==> src/rtl/alclk_pkg.sv <==
// Package for the alarm clock controller: event codes, limits and widths.
// Has no dependencies; imported by alarm_clock_controller.
`timescale 1ns / 1ps
`default_nettype none
package alclk_pkg;

  localparam int TIME_W  = 18;
  localparam int FUNC_W  = 3;
  localparam int FLASH_W = 9;
  localparam int DISP_W  = 2;

  localparam int DAY_TICKS_DEF = 172800;

  localparam logic [FUNC_W-1:0] FUNC_HALFSEC = 3'd0;
  localparam logic [FUNC_W-1:0] FUNC_FLASH   = 3'd1;
  localparam logic [FUNC_W-1:0] FUNC_ARM     = 3'd2;
  localparam logic [FUNC_W-1:0] FUNC_SNOOZE  = 3'd3;
  localparam logic [FUNC_W-1:0] FUNC_SET     = 3'd4;

  localparam logic [TIME_W-1:0]  ALARM_RESET  = 18'd57600;
  localparam logic [FLASH_W-1:0] PLAIN_END    = 9'd304;
  localparam logic [FLASH_W-1:0] SNOOZE_END   = 9'd404;
  localparam logic [FLASH_W-1:0] SNOOZE_PAUSE = 9'd99;

  localparam logic [DISP_W-1:0] DISP_ALARM = 2'd0;
  localparam logic [DISP_W-1:0] DISP_LAST  = 2'd2;

  // floor(v / 10) = (v * DIV10_MUL) >> DIV10_SHIFT for every 18-bit v
  localparam int DIV10_SHIFT = 22;
  localparam logic [18:0] DIV10_MUL = 19'd419431;

  localparam int IN_DATA_W  = 24;
  localparam int OUT_DATA_W = 32;

  function automatic int time_width(input int day_ticks);
    int w;
    w = $clog2(day_ticks + 1);
    return (w > TIME_W) ? w : TIME_W;
  endfunction

  function automatic logic [3:0] mod10(input logic [TIME_W-1:0] v);
    logic [DIV10_SHIFT+TIME_W-1:0] prod;
    logic [TIME_W-1:0]  q;
    logic [TIME_W-1:0]  r;
    prod = v * DIV10_MUL;
    q    = prod[DIV10_SHIFT +: TIME_W];
    r    = v - ((q << 3) + (q << 1));
    return r[3:0];
  endfunction

endpackage
`default_nettype wire

==> src/rtl/alarm_clock_controller.sv <==
// Alarm clock controller: time of day, alarm ring/snooze, LED flash, display rotation.
// Depends on alclk_pkg.
// The result is registered and is valid in the cycle after the request is accepted.
// Throughput: one request per cycle while m_axis_tready holds; state and result registers update together.
// s_axis_tready stays high while the result register is empty or being taken.
// Reset (rst, synchronous): time 0, all flags clear, display on alarm time,
// alarm_time back to 57600, no result pending.
`timescale 1ns / 1ps
`default_nettype none
module alarm_clock_controller
  import alclk_pkg::*;
#(
  parameter int DAY_TICKS = DAY_TICKS_DEF
) (
  input  wire logic                  clk,
  input  wire logic                  rst,
  input  wire logic                  alarm_time_we,
  input  wire logic [TIME_W-1:0]     alarm_time_wdata,
  input  wire logic                  s_axis_tvalid,
  output logic                       s_axis_tready,
  input  wire logic [IN_DATA_W-1:0]  s_axis_tdata,   // value[17:0], zero pad
  input  wire logic [FUNC_W-1:0]     s_axis_tuser,   // func[2:0]
  output logic                       m_axis_tvalid,
  input  wire logic                  m_axis_tready,
  output logic [OUT_DATA_W-1:0]      m_axis_tdata    // time_now[17:0], alarm_led[18],
                                                     // armed_led[19], ringing[20],
                                                     // snoozed[21], display_select[23:22],
                                                     // set_rejected[24], zero pad
);

  localparam int TW = time_width(DAY_TICKS);
  localparam logic [TW:0] DAY_LIMIT = (TW + 1)'(DAY_TICKS);

  logic [TIME_W-1:0]  alarm_time;
  logic [TW-1:0]      elapsed;
  logic [3:0]         res10;
  logic [FLASH_W-1:0] flash_count;
  logic [1:0]         flash_m3;
  logic [2:0]         flash_m5;
  logic               armed;
  logic               ringing_flag;
  logic               snooze_flag;
  logic               led_lit;
  logic [DISP_W-1:0]  display_phase;
  logic               out_valid;
  logic [OUT_DATA_W-1:0] out_data;

  logic [TW-1:0]      elapsed_next;
  logic [3:0]         res10_next;
  logic [FLASH_W-1:0] flash_count_next;
  logic [1:0]         flash_m3_next;
  logic [2:0]         flash_m5_next;
  logic               armed_next;
  logic               ringing_next;
  logic               snooze_next;
  logic               led_next;
  logic [DISP_W-1:0]  display_next;
  logic               rejected;
  logic               accept;
  logic [FUNC_W-1:0]  func;
  logic [TIME_W-1:0]  value;
  logic [TW:0]        elapsed_inc;
  logic               do_blink;
  logic               do_stop;

  assign func   = s_axis_tuser;
  assign value  = s_axis_tdata[TIME_W-1:0];
  assign s_axis_tready = !out_valid || m_axis_tready;
  assign accept = s_axis_tvalid && s_axis_tready;
  assign elapsed_inc = {1'b0, elapsed} + (TW + 1)'(1);

  always_comb begin
    elapsed_next     = elapsed;
    res10_next       = res10;
    flash_count_next = flash_count;
    flash_m3_next    = flash_m3;
    flash_m5_next    = flash_m5;
    armed_next       = armed;
    ringing_next     = ringing_flag;
    snooze_next      = snooze_flag;
    led_next         = led_lit;
    display_next     = display_phase;
    rejected         = 1'b0;
    do_blink         = 1'b0;
    do_stop          = 1'b0;

    unique case (func)
      FUNC_HALFSEC: begin
        if (elapsed_inc >= DAY_LIMIT) begin
          elapsed_next = '0;
          res10_next   = 4'd0;
        end else begin
          elapsed_next = elapsed_inc[TW-1:0];
          res10_next   = (res10 == 4'd9) ? 4'd0 : res10 + 4'd1;
        end
        if (res10_next == 4'd0) begin
          display_next = (display_phase < DISP_LAST) ? display_phase + 2'd1 : DISP_ALARM;
        end
      end
      FUNC_FLASH: begin
        if (ringing_flag) begin
          flash_count_next = flash_count + 9'd1;
          flash_m3_next    = (flash_m3 == 2'd2) ? 2'd0 : flash_m3 + 2'd1;
          flash_m5_next    = (flash_m5 == 3'd4) ? 3'd0 : flash_m5 + 3'd1;
          if (snooze_flag) begin
            if (flash_count_next > SNOOZE_END) begin
              do_stop = 1'b1;
            end else if (flash_count_next > SNOOZE_PAUSE) begin
              do_blink = 1'b1;
            end
          end else begin
            if (flash_count_next > PLAIN_END) begin
              do_stop = 1'b1;
            end else begin
              do_blink = 1'b1;
            end
          end
        end
      end
      FUNC_ARM: begin
        armed_next = !armed;
        do_stop    = armed;
      end
      FUNC_SNOOZE: begin
        if (ringing_flag) begin
          snooze_next      = 1'b1;
          led_next         = 1'b0;
          flash_count_next = '0;
          flash_m3_next    = 2'd0;
          flash_m5_next    = 3'd0;
        end
      end
      FUNC_SET: begin
        if ({{(TW + 1 - TIME_W){1'b0}}, value} <= DAY_LIMIT) begin
          elapsed_next = TW'(value);
          res10_next   = mod10(value);
        end else begin
          rejected = 1'b1;
        end
      end
      default: begin
      end
    endcase

    if (do_blink) begin
      if (flash_m3_next == 2'd0 && flash_m5_next == 3'd0) begin
        led_next = 1'b1;
      end else if (flash_m5_next == 3'd0) begin
        led_next = 1'b0;
      end
    end

    if (do_stop) begin
      flash_count_next = '0;
      flash_m3_next    = 2'd0;
      flash_m5_next    = 3'd0;
      ringing_next     = 1'b0;
      snooze_next      = 1'b0;
      led_next         = 1'b0;
    end

    if (armed_next && elapsed_next == TW'(alarm_time)) begin
      ringing_next = 1'b1;
    end
  end

  always_ff @(posedge clk) begin
    if (rst) begin
      alarm_time    <= ALARM_RESET;
      elapsed       <= '0;
      res10         <= 4'd0;
      flash_count   <= '0;
      flash_m3      <= 2'd0;
      flash_m5      <= 3'd0;
      armed         <= 1'b0;
      ringing_flag  <= 1'b0;
      snooze_flag   <= 1'b0;
      led_lit       <= 1'b0;
      display_phase <= DISP_ALARM;
      out_valid     <= 1'b0;
    end else begin
      if (alarm_time_we) begin
        alarm_time <= alarm_time_wdata;
      end
      if (accept) begin
        elapsed       <= elapsed_next;
        res10         <= res10_next;
        flash_count   <= flash_count_next;
        flash_m3      <= flash_m3_next;
        flash_m5      <= flash_m5_next;
        armed         <= armed_next;
        ringing_flag  <= ringing_next;
        snooze_flag   <= snooze_next;
        led_lit       <= led_next;
        display_phase <= display_next;
        out_valid     <= 1'b1;
      end else if (m_axis_tready) begin
        out_valid <= 1'b0;
      end
    end
  end

  always_ff @(posedge clk) begin
    if (accept) begin
      out_data <= {7'd0, rejected, display_next, snooze_next, ringing_next,
                   armed_next, led_next, elapsed_next[TIME_W-1:0]};
    end
  end

  assign m_axis_tvalid = out_valid;
  assign m_axis_tdata  = out_data;

  a_snooze_rings: assert property (@(posedge clk) disable iff (rst)
    snooze_flag |-> ringing_flag) else $error("snooze set without ringing");

  a_led_rings: assert property (@(posedge clk) disable iff (rst)
    led_lit |-> ringing_flag) else $error("alarm LED lit without ringing");

  a_flash_idle: assert property (@(posedge clk) disable iff (rst)
    !ringing_flag |-> (flash_count == '0 && flash_m3 == 2'd0 && flash_m5 == 3'd0))
    else $error("flash count running while silent");

  a_flash_bound: assert property (@(posedge clk) disable iff (rst)
    flash_count <= SNOOZE_END) else $error("flash count past end of ring");

  a_disp_range: assert property (@(posedge clk) disable iff (rst)
    display_phase <= DISP_LAST) else $error("display phase out of range");

endmodule
`default_nettype wire

==> config.mk <==
export PLATFORM = sky130hd
export DESIGN_NAME = alarm_clock_controller
export DESIGN_NICKNAME = d
export VERILOG_FILES = /design/src/rtl/alclk_pkg.sv /design/src/rtl/alarm_clock_controller.sv
export SDC_FILE = /design/constraint.sdc
export NUM_CORES = 1
export LEC_CHECK = 0
export ABC_AREA = 1
export BUFFER_PORTS_ARGS = -buffer_cell sky130_fd_sc_hd__buf_2
export CAP_MARGIN = 15
export CORE_MARGIN = 8
export CORE_UTILIZATION = 35
export CTS_CLUSTER_SIZE = 28
export DETAILED_ROUTE_END_ITERATION = 7
export PLACE_DENSITY_LB_ADDON = 0.12
export SYNTH_ARGS = -nofsm -noshare
export SYNTH_HDL_FRONTEND = slang
export SYNTH_SLANG_ARGS = --single-unit
==> constraint.sdc <==
create_clock -name clk -period 9 [get_ports clk]
set_clock_uncertainty 0.2 [all_clocks]
set_input_delay 0.9 -clock clk [delete_from_list [all_inputs] [get_ports clk]]
set_output_delay 0.9 -clock clk [all_outputs]
set_load 0.01 [all_outputs]
Word-level counts from Yosys, hierarchy flattened
Index checks and enable logic that the tools add are counted.

Register bits: 86.

Add/sub/neg operators: 8. Multiply operators: 1. $lt $le $gt $ge: 6. Eq/ne operators: 11. Muxes and demuxes: 51. Reductions and logical operators: 15.

Operators with widths (count): 2-to-1 mux 18 bit (2); one-hot mux 18 bit (2 select lines) (1); 2-to-1 mux 9 bit (3); multiplier 18 x 19 -> 25 bit, second input constant (1); 2-to-1 mux 1 bit (25); adder 18 x 1 -> 19 bit, second input constant (1); greater-or-equal comparator 19 x 18 -> 1 bit, second input constant (1); == test 18 bit (1); > comparator 9 bit, second input constant (2); <= comparator 18 bit, second input constant (1); one-hot mux 9 bit (2 select lines) (1); 2-to-1 mux 4 bit (4); 2-to-1 mux 2 bit (7); 2-to-1 mux 3 bit (4); adder 9 x 1 -> 9 bit, second input constant (1); > comparator 9 x 7 -> 1 bit, second input constant (1); one-hot mux 4 bit (2 select lines) (1); == test 3 x 2 -> 1 bit, second input constant (2); == test 3 bit, second input constant (2); zero test 3 bit (2); inequality test 3 bit, second input constant (2); one-hot mux 3 bit (2 select lines) (1); adder 2 x 1 -> 2 bit, second input constant (2); adder 4 x 1 -> 4 bit, second input constant (1); other kinds (19) (23).

Longest topological paths before layout
Gate-level depths: netlist of run 1.

Word-level depth: 9. Mapped depth: 29. Depth with buffers taken out: 29.

Worst setup path before layout of run 1
Ideal clock, no wire load.

Kind: input to register. Start point: input port s_axis_tdata[15]. End point: register res10[3]. Setup time: 74 ps. Arrival time: 6378 ps. Required time: 8726 ps. Setup slack: 2347 ps. Cell stages on the path: 25. Path buffers: 0. Path through: fa_1 > inv_1 > fa_1 > fa_1 > fa_1 > inv_1 > fa_1 > inv_1 > fa_1 > inv_1 > ha_1 > a21oi_1 > a21boi_0 > o21bai_1 > o21bai_1 > a31oi_1 > xnor2_1 > ha_1 > xor2_1 > xor2_1 > xor2_1 > xor2_1 > xnor2_1 > nand2_1 > a31oi_1.

Cells in the longest elaborated chain, start to end: 5. Elaborated cells between the ends (all ways): 8. Classes of those cells: add/sub (2); mul (1); order compare (1); eq/ne (1); mux (2); reduce/logical (1).

Ends and longest elaborated chain: from (decl) (RTL line alarm_clock_controller.sv:21) `input wire logic [IN_DATA_W-1:0] s_axis_tdata,`; multiplier 18 x 19 -> 25 bit (RTL line alclk_pkg.sv:45) `prod = v * DIV10_MUL;`; adder 4 bit (RTL line alclk_pkg.sv:47) `r = v - ((q << 3) + (q << 1));`; subtractor 4 bit (RTL line alclk_pkg.sv:47); 2-to-1 mux 4 bit (RTL line alarm_clock_controller.sv:134) `if ({{(TW + 1 - TIME_W){1'b0}}, value} <= DAY_LIMIT) begin`; one-hot mux 4 bit (2 select lines) (RTL line alarm_clock_controller.sv:87) `unique case (func)`; to (signal assigned) (RTL line alarm_clock_controller.sv:187) `res10 <= res10_next;`; to (decl) (RTL line alarm_clock_controller.sv:36) `logic [3:0] res10;`.

Several ways; a longest one is shown, not always the timed one. The select of a mux whose other input is x is not followed. A chain may end at the register's enable or synchronous reset.

Worst setup path in the final report of run 1
Start point: input port s_axis_tdata[7]. End point: register res10[3].

The elaborated chain is that of the path after synthesis.

==> impl_metrics.env, run 1 <==
export IMPL_critPathMostFrequentCell="fa_1"
export IMPL_syn_cell_area_um2=9310
export IMPL_hold_path_class="reg -> reg"
export IMPL_num_vias=7479
export IMPL_ys_warn_count=0
export IMPL_combPwrFrac_pct=72.2
export IMPL_p_per_area_nw_per_um2=282
export IMPL_synth_avg_cell_area_um2=7.86
export IMPL_final_cell_count_no_fill=1586
export IMPL_grt_pass1_vias=7439
export IMPL_crit_path_max_fanout=5
export IMPL_cts_root_buf="clkbuf_16"
export IMPL_power_frac_clock_pct=12.5
export IMPL_ys_seq_elements=86
export IMPL_detail_route_antenna_nets=0
export IMPL_synth_edf_count=25
export IMPL_initial_core_util_pct=35.7
export IMPL_critPathLaunchType="primary input"
export IMPL_clkTransAtPathRegs_ns=0.06
export IMPL_worstSetupPathType="in -> reg"
export IMPL_rsz0062_at_grt="no"
export IMPL_nNetsFinal=1482
export IMPL_fmax_mhz=142
export IMPL_antenna_cells=0
export IMPL_internal_power_mw=1.46
export IMPL_vias_per_cell=4.72
export IMPL_p_switching_mw=1.44
export IMPL_drtIter0Drc=400
export IMPL_crit_family="adder cells"
export IMPL_pwr_share_seq_pct=15.3
export IMPL_tightest_slew_ns=0.669
export IMPL_portBuffers=70
export IMPL_core_area_um2=26100
export IMPL_drive_gt1_share_pct=11.3
export IMPL_setup_violations=0
export IMPL_ys_seq_area_share_pct=21.2
export IMPL_cts_setup_buffers=0
export IMPL_grt_overflow=0
export IMPL_htreeDepth=3
export IMPL_drc=0
export IMPL_routedWlPerCell_um=15.5
export IMPL_slew_limit_headroom_pct=55.4
export IMPL_numCtsBuffers=9
export IMPL_io_pins=84
export IMPL_finalSetupTns_ns=0
export IMPL_dpl_hpwl_um=20100
export IMPL_irDropWorstVdd_uv=230
export IMPL_grt_max_degree=59
export IMPL_p_leak_nw=5.11
export IMPL_die_h_um=179
export IMPL_track_usage_pct=15.7
export IMPL_yosys_most_used_dff="dfxtp_1"
export IMPL_cts_hold_buf=0
export IMPL_clockBufferDepth=2
export IMPL_synth_cell_types=54
export IMPL_cp_data_arrival_time_ns=7.13
export IMPL_dieArea_um2=32100
export IMPL_placed_cells=1570
export IMPL_antenna_found_initial=2
export IMPL_ctsResizeCount=0
export IMPL_die_x_um=179
export IMPL_cp_slowest_stage_delay_ns=0.64
export IMPL_crit_slowest_cell="fa_1"
export IMPL_tritoncts="yes"
export IMPL_maxCapViolCount=0
export IMPL_slew_violations=0
export IMPL_routed_wirelength_um=24600
export IMPL_areaGrowthSynthToFinish_pct=10.3
export IMPL_firstDrtPassIters=4
export IMPL_period_share_pct=78.5
export IMPL_required_ns=9.06
export IMPL_clock_latency_ns=0.35
export IMPL_period_minus_slack_ns=7.06
export IMPL_path_buf_inv=5
export IMPL_postSynth_asyncResetShare_pct=0
export IMPL_place_congestion=0.881
export IMPL_finalHoldViolCount=0
export IMPL_switching_share_pct=49.6
export IMPL_synthCells=1184
export IMPL_outcome="completed"
export IMPL_clock_sinks=86
export IMPL_end_kind="flip-flop"
export IMPL_rows=59
export IMPL_grt_pass1_wl_um=39700
[logic make-up after synthesis]
| logic type | share of synthesized area, % |
|---|---|
| and+or+nand+nor | 18.6 |
| adders and majority gates | 31.7 |
| DFF | 21.2 |
| xor gates and xnor gates | 4.03 |
| AOI/OAI and AO/OA | 11.4 |
| buffers and inverters | 13.1 |
| other | 0.0403 |
[power groups by stage]
stage          sequential (mW)  combinational (mW)  clock, mW
2_1_floorplan            0.452                1.58          0
3_3_place_gp             0.451                2.11          0
3_5_place_dp             0.451                2.12          0
4_1_cts                  0.442                2.14      0.373
5_1_grt                  0.446                2.44      0.387
6_report                 0.443                2.09      0.361
[final timing paths]
| check | end | cells past startpoint | slack (ns) | from |
|---|---|---|---|---|
| setup / recovery | res10[3] | 26 | 1.94 | s_axis_tdata[7] |
| hold / removal | alarm_time[3] | 2 | 0.27 | alarm_time[3] |
| setup reg to reg | ringing_flag | 21 | 5.17 | elapsed[1] |
| hold reg to reg | alarm_time[3] | 2 | 0.27 | alarm_time[3] |
[stage by stage]
stage               instance area (µm²)  power (mW)  util, %  setup slack (ns)  hold WS (ns)
floorplan                          9330        2.03        -              2.35         0.242
global placement                   9980        2.56     38.3              1.56         0.261
detailed placement                 9980        2.57     38.3              1.53         0.258
CTS                               10300        2.95     39.4              1.87         0.267
global route                      10300        3.28     39.4              1.54         0.291
finish                            10300        2.89     39.4              1.94         0.269
[Yosys cell counts, types with 5 or more instances]
cell / number / area (µm²)
nand3_1: 44 / 220
nor2_4: 5 / 56.3
dfxtp_1: 61 / 1220
edfxtp_1: 25 / 751
o21ai_1: 7 / 35.0
xor2_1: 25 / 219
buf_4: 7 / 52.6
nand4_1: 14 / 87.6
o211ai_1: 5 / 37.5
nor3_1: 9 / 45.0
clkbuf_1: 20 / 75.1
nand2_1: 176 / 661
inv_1: 275 / 1030
o21ai_0: 78 / 390
nor2_1: 74 / 278
nand3_2: 12 / 120
a21oi_1: 79 / 395
xnor2_1: 11 / 96.3
fa_1: 83 / 1660
nand2_2: 12 / 75.1
nand3b_1: 11 / 82.6
inv_2: 5 / 18.8
ha_1: 103 / 1290
[tightest hold or removal path, cell delays in order (launching register included)]
cell	delay (ns)
dfxtp_1	0.31
inv_1	0.06
a21oi_1	0.05
[state kept, by name, summed over array words and instances, names as in the netlist]
| name | cells |
|---|---|
| elapsed | 18 |
| flash_count | 9 |
| res10 | 4 |
| snooze_flag | 1 |
| ringing_flag | 1 |
| m_axis_tvalid | 1 |
| display_phase | 2 |
| alarm_time | 18 |
| m_axis_tdata | 25 |
| flash_m5 | 3 |
| flash_m3 | 2 |
| led_lit | 1 |
| armed | 1 |
[layout make-up]
class	count	area (µm²)
Clock buffer	12	246
Tap cell	335	419
Multi-Input combinational cell	792	6140
Fill cell	2785	15800
Sequential cell	86	1970
Clock inverter	4	31.3
Inverter	280	1050
Timing Repair Buffer	77	403
[layout by cell type, fill, tap and decap left out, drive strengths merged, types with 7 or more instances in the layout]
master,count
nand3,58
inv,281
nand2,189
clkbuf,12
nand3b,11
dfxtp,61
edfxtp,25
nand4,14
buf,77
conb,7
nor2,82
xnor2,12
xor2,27
fa,83
ha,103
nor3,9
a21oi,82
o21ai,86
[per-layer routing]
metal  track usage (%)  wire length (µm)  vias to the layer above
met5                 0                23                        -
met4              2.58               116                        4
met3              2.53               991                       14
met2              24.3             11100                      123
met1              22.9             12400                     3522
li1                  -                 -                     3816
No activity file was read; power rests on OpenSTA's default activity.
==> inputs of run 2 (changes only) <==
clock period = 6.8 ns   (was 9 ns; I/O delays follow)
==> run 2 against run 1 <==
Net effect:
- global-route usage up 0.31 points
- worst hold slack better by 0.011 ns
- via count up 2.0%
- total power up 49%
- worst setup slack worse by 1.7 ns
- routed wire length up 0.98%
- final cell count up 3.7%
- largest power group unchanged
- combinational power up 56%
- utilization up 1.9 points
==> impl_metrics.env, run 2 (synthesis gave the netlist of run 1 again) <==
export IMPL_areaGrowthSynthToFinish_pct=15.6
export IMPL_track_usage_pct=16.0
export IMPL_critPathMostFrequentCell="fa_1"
export IMPL_maxCapViolCount=0
export IMPL_final_area_um2=10800
export IMPL_p_per_area_nw_per_um2=401
export IMPL_critPathLaunchType="primary input"
export IMPL_clock_sinks=86
export IMPL_largest_reg_flops=25
export IMPL_crit_path_max_fanout=2
export IMPL_crit_family="adder cells"
export IMPL_cp_slowest_stage_delay_ns=0.54
export IMPL_clkTransAtPathRegs_ns=0.06
export IMPL_grt_max_degree=63
export IMPL_dpl_hpwl_um=20600
export IMPL_tightest_slew_ns=0.764
export IMPL_antenna_found_initial=0
export IMPL_detail_route_antenna_nets=0
export IMPL_grt_pass1_wl_um=40300
export IMPL_wl_met3_um=1190
export IMPL_drc=0
export IMPL_period_share_pct=96.3
export IMPL_nNetsFinal=1540
export IMPL_cts_hold_buf=0
export IMPL_crit_slowest_cell="fa_1"
export IMPL_setup_violations=0
export IMPL_hold_path_class="reg -> reg"
export IMPL_place_congestion=0.879
export IMPL_p_switching_mw=2.02
export IMPL_top_layer="met4"
export IMPL_core_area_um2=26100
export IMPL_combPwrFrac_pct=75.6
export IMPL_drt_met1_wl_um=12600
export IMPL_path_buf_inv=5
export IMPL_final_cell_mix="inv_1 (273), nand2_1 (175), ha_1 (99)"
export IMPL_rows=59
export IMPL_final_common_cell="inv_1"
export IMPL_required_ns=6.87
export IMPL_route_met2_wl_um=10700
export IMPL_portBuffers=70
export IMPL_irDropWorstVdd_uv=364
export IMPL_die_x_um=179
export IMPL_clock_latency_ns=0.35
export IMPL_placed_cell_area_um2=10400
export IMPL_drtIter0Drc=361
export IMPL_switching_share_pct=46.8
export IMPL_total_power_mw=4.31
export IMPL_routedWlPerCell_um=15.1
export IMPL_cp_data_arrival_time_ns=6.62
export IMPL_fillers=2794
export IMPL_drive_gt1_share_pct=16.1
export IMPL_outcome="completed"
export IMPL_vias_per_cell=4.64
export IMPL_grt_pass1_vias=7541
export IMPL_cts_root_buf="clkbuf_16"
export IMPL_routed_wirelength_um=24800
export IMPL_dieArea_um2=32100
export IMPL_pwr_share_seq_pct=13.6
export IMPL_clockBufferDepth=2
export IMPL_internal_power_mw=2.30
export IMPL_fmax_mhz=153
export IMPL_end_kind="flip-flop"
export IMPL_firstDrtPassIters=8
export IMPL_tritoncts="yes"
export IMPL_num_vias=7631
export IMPL_worstSetupPathType="in -> reg"
export IMPL_numCtsBuffers=9
export IMPL_power_frac_clock_pct=10.8
export IMPL_antenna_cells=0
export IMPL_period_minus_slack_ns=6.55
export IMPL_io_pins=84
export IMPL_slew_violations=0
export IMPL_finalHoldViolCount=0
export IMPL_htreeDepth=3
export IMPL_slew_limit_headroom_pct=48.9
export IMPL_die_h_um=179
export IMPL_final_core_util_pct=41.3
export IMPL_initial_core_util_pct=35.7
export IMPL_grt_overflow=0
export IMPL_p_leak_nw=5.38
## run 2: changes by cell type in the layout (fill, tap and decap cells not counted), sizes merged
cell  delta
buf     +58
## run 2: area by class of cell
| cell class | instances | area (µm²) | share of cell area (%) |
|---|---|---|---|
| repair buffers | 135 | 842 | 7.83 |
| multi-input cells | 792 | 6200 | 57.7 |
| inverters | 280 | 1050 | 9.77 |
| well taps | 335 | 419 | 3.90 |
| clock buffers | 12 | 236 | 2.20 |
| flip-flops and latches | 86 | 1970 | 18.3 |
| clock inverters | 4 | 31.3 | 0.291 |
## run 2: metal layers
layer | GRT usage (%) | vias to the layer above
met2 | 23.7 | 142
met4 | 2.86 | 0
met1 | 24.0 | 3532
met3 | 2.78 | 24
met5 | 0 | -
li1 | - | 3933
## run 2: worst paths after layout
kind | start | endpoint | slack (ns) | cells after the start
worst max-delay path | s_axis_tdata[15] | res10[3] | 0.25 | 26
worst min-delay path | alarm_time[6] | alarm_time[6] | 0.28 | 2
worst max register to register | elapsed[1] | m_axis_tdata[20] | 3.06 | 19
worst min register to register | alarm_time[6] | alarm_time[6] | 0.28 | 2
## run 2: timing repair
action / 4_1_cts / 5_1_grt
endpoints found under the setup margin: 0 / 1
resized for setup: 0 / 16
buffers inserted: 0 / 2
## run 2: power by group through the flow
stage	registers [mW]	logic (mW)	clock network, mW
after floorplan	0.598	2.09	0
after global routing	0.590	3.73	0.503
after detailed placement	0.597	3.15	0
final	0.586	3.26	0.468
after global placement	0.597	3.16	0
after CTS	0.586	3.18	0.484
## run 2: worst min-delay path: stages (launching register included)
cell and delay [ns]:
dfxtp_1 0.31, inv_1 0.06, a21oi_1 0.06
## run 2: through the flow
stage          cells  worst slack, ns  hold WS (ns)  TNS, ns
2_1_floorplan   1190            0.367         0.242        0
3_3_place_gp    1626           -0.198         0.263   -0.198
3_5_place_dp    1626           -0.281         0.270   -0.281
4_1_cts         1642           0.0881         0.279        0
5_1_grt         1644          -0.0192         0.292  -0.0192
6_report        1644            0.248         0.281        0
==> inputs of run 3 (changes only) <==
BUFFER_PORTS_ARGS = -buffer_cell sky130_fd_sc_hd__buf_4   (was -buffer_cell sky130_fd_sc_hd__buf_2)
CTS_BUF_LIST = sky130_fd_sc_hd__clkbuf_2   (was default)
==> run 3 against run 2 <==
Net effect:
- critical path depth up 2
- sequential power hardly changed
- total power is 7.9% lower
- utilization is 0.42 points lower
- final cell count down 0.55%
- critical endpoint unchanged
- worst setup slack gained 0.12 ns
==> impl_metrics.env, run 3 (synthesis gave the netlist of run 1 again) <==
export IMPL_die_x_um=179
export IMPL_irDropWorstVdd_uv=371
export IMPL_rsz0062_at_grt="no"
export IMPL_outcome="completed"
export IMPL_placed_cell_area_um2=10500
export IMPL_period_share_pct=94.5
export IMPL_antenna_found_initial=0
export IMPL_areaGrowthSynthToFinish_pct=14.4
export IMPL_switching_share_pct=48.3
export IMPL_cts_setup_buffers=0
export IMPL_holdWs_ns=0.116
export IMPL_numCtsBuffers=9
export IMPL_track_usage_pct=15.8
export IMPL_drtIter0Drc=407
export IMPL_tritoncts="yes"
export IMPL_num_vias=7563
export IMPL_critPathMostFrequentCell="inv_1"
export IMPL_slew_limit_headroom_pct=51.2
export IMPL_setup_violations=0
export IMPL_internal_power_mw=2.05
export IMPL_rows=59
export IMPL_seqCellArea_um2=1970
export IMPL_critPathLaunchType="primary input"
export IMPL_firstDrtPassIters=5
export IMPL_crit_family="adder cells"
export IMPL_die_h_um=179
export IMPL_total_power_mw=3.98
export IMPL_p_switching_mw=1.92
export IMPL_cp_data_arrival_time_ns=6.71
export IMPL_largest_reg_flops=25
export IMPL_fillers=2706
export IMPL_fmax_mhz=156
export IMPL_cp_slowest_stage_delay_ns=0.64
export IMPL_tightest_slew_ns=0.732
export IMPL_worstSetupPathType="in -> reg"
export IMPL_multi_input_area_um2=6140
export IMPL_dp_slack_ns=-0.221
export IMPL_final_cell_count_no_fill=1635
export IMPL_required_ns=7.08
export IMPL_crit_slowest_cell="fa_1"
export IMPL_end_kind="flip-flop"
export IMPL_detail_route_antenna_nets=0
export IMPL_routed_wirelength_um=24500
export IMPL_final_cell_mix="inv_1 (274), nand2_1 (176), buf_4 (126)"
export IMPL_drive_gt1_share_pct=14.7
export IMPL_vias_per_cell=4.63
export IMPL_grt_pass1_wl_um=39900
export IMPL_routedWlPerCell_um=15.0
export IMPL_p_per_area_nw_per_um2=373
export IMPL_nNetsFinal=1531
export IMPL_period_minus_slack_ns=6.43
export IMPL_ctsResizeCount=0
export IMPL_core_area_um2=26100
export IMPL_clock_sinks=86
export IMPL_maxCapViolCount=0
export IMPL_drc=0
export IMPL_portBuffers=70
export IMPL_combPwrFrac_pct=78.1
export IMPL_initial_core_util_pct=35.7
export IMPL_dpl_hpwl_um=20500
export IMPL_io_pins=84
export IMPL_cts_hold_buf=0
export IMPL_cts_root_buf="clkbuf_2"
export IMPL_clock_latency_ns=0.56
export IMPL_p_leak_nw=5.35
export IMPL_grt_max_degree=63
export IMPL_clkTransAtPathRegs_ns=0.25
export IMPL_final_common_cell="inv_1"
export IMPL_placed_cells=1619
export IMPL_crit_path_max_fanout=2
export IMPL_htreeDepth=3
export IMPL_hold_path_class="in -> reg"
export IMPL_dieArea_um2=32100
export IMPL_clockBufferDepth=2
export IMPL_fin_ws_ns=0.371
export IMPL_antenna_cells=0
export IMPL_path_buf_inv=7
export IMPL_final_area_um2=10600
export IMPL_pwr_share_seq_pct=14.8
export IMPL_slew_violations=0
export IMPL_grt_pass1_vias=7533
export IMPL_grt_overflow=0
export IMPL_place_congestion=0.868
export IMPL_power_frac_clock_pct=7.2
export IMPL_finalHoldViolCount=0
-- run 3: cell types whose count changed in the layout (fill, tap and decap cells not counted), sizes merged --
cell and delta:
clkinv +4, buf -9, clkinvlp -3, clkbuf -2, bufinv +1
-- run 3: path summary, 6_finish.rpt --
path,from,to,slack (ns),cells past startpoint
worst min register to register,alarm_time[4],alarm_time[4],0.29,2
worst max register to register,elapsed[1],ringing_flag,3.03,19
worst max-delay path,s_axis_tdata[7],res10[3],0.37,28
worst min-delay path,alarm_time_wdata[15],alarm_time[15],0.12,3
-- run 3: metrics by stage --
stage                     setup TNS, ns  util [%]
after global routing                  0      40.9
final                                 0      40.9
after detailed placement         -0.221      40.4
after floorplan                       0         -
after CTS                             0      40.9
after global placement           -0.185      40.4
-- run 3: power groups by stage --
stage | sequential, mW | clock (mW) | combinational (mW)
3_3_place_gp | 0.597 | 0 | 3.17
4_1_cts | 0.587 | 0.303 | 3.18
2_1_floorplan | 0.598 | 0 | 2.09
5_1_grt | 0.592 | 0.322 | 3.58
6_report | 0.587 | 0.284 | 3.10
3_5_place_dp | 0.597 | 0 | 3.15
-- run 3: cell type report --
| class | count | share of cell area [%] |
|---|---|---|
| clock inverter | 6 | 0.670 |
| tap | 335 | 3.94 |
| inverter | 280 | 9.87 |
| multi-input combinational | 792 | 57.6 |
| clock buffer | 10 | 0.470 |
| timing repair buffer | 126 | 8.88 |
| sequential | 86 | 18.5 |
-- run 3: routing by layer --
layer  wire, µm  GRT usage [%]
met1      12500           23.7
met2      10800           23.9
met3       1030           2.63
met4        161           1.93
met5          0              0
-- run 3: worst reg2reg max path, cell delays in order (launching register included) --
cell and delay (ns):
dfxtp_1 0.50, ha_1 0.27, inv_1 0.11, nor2_4 0.23, nand2_2 0.11, nor2_4 0.16
xor2_4 0.11, a21oi_4 0.52, nand2_2 0.22, o21ai_1 0.27, nand2_1 0.14, nand2_1 0.08
nand2_1 0.05, nor2_1 0.25, nand2_1 0.11, nor2_2 0.13, nand3_2 0.10, nand3_2 0.08
nand2_1 0.05, inv_1 0.04
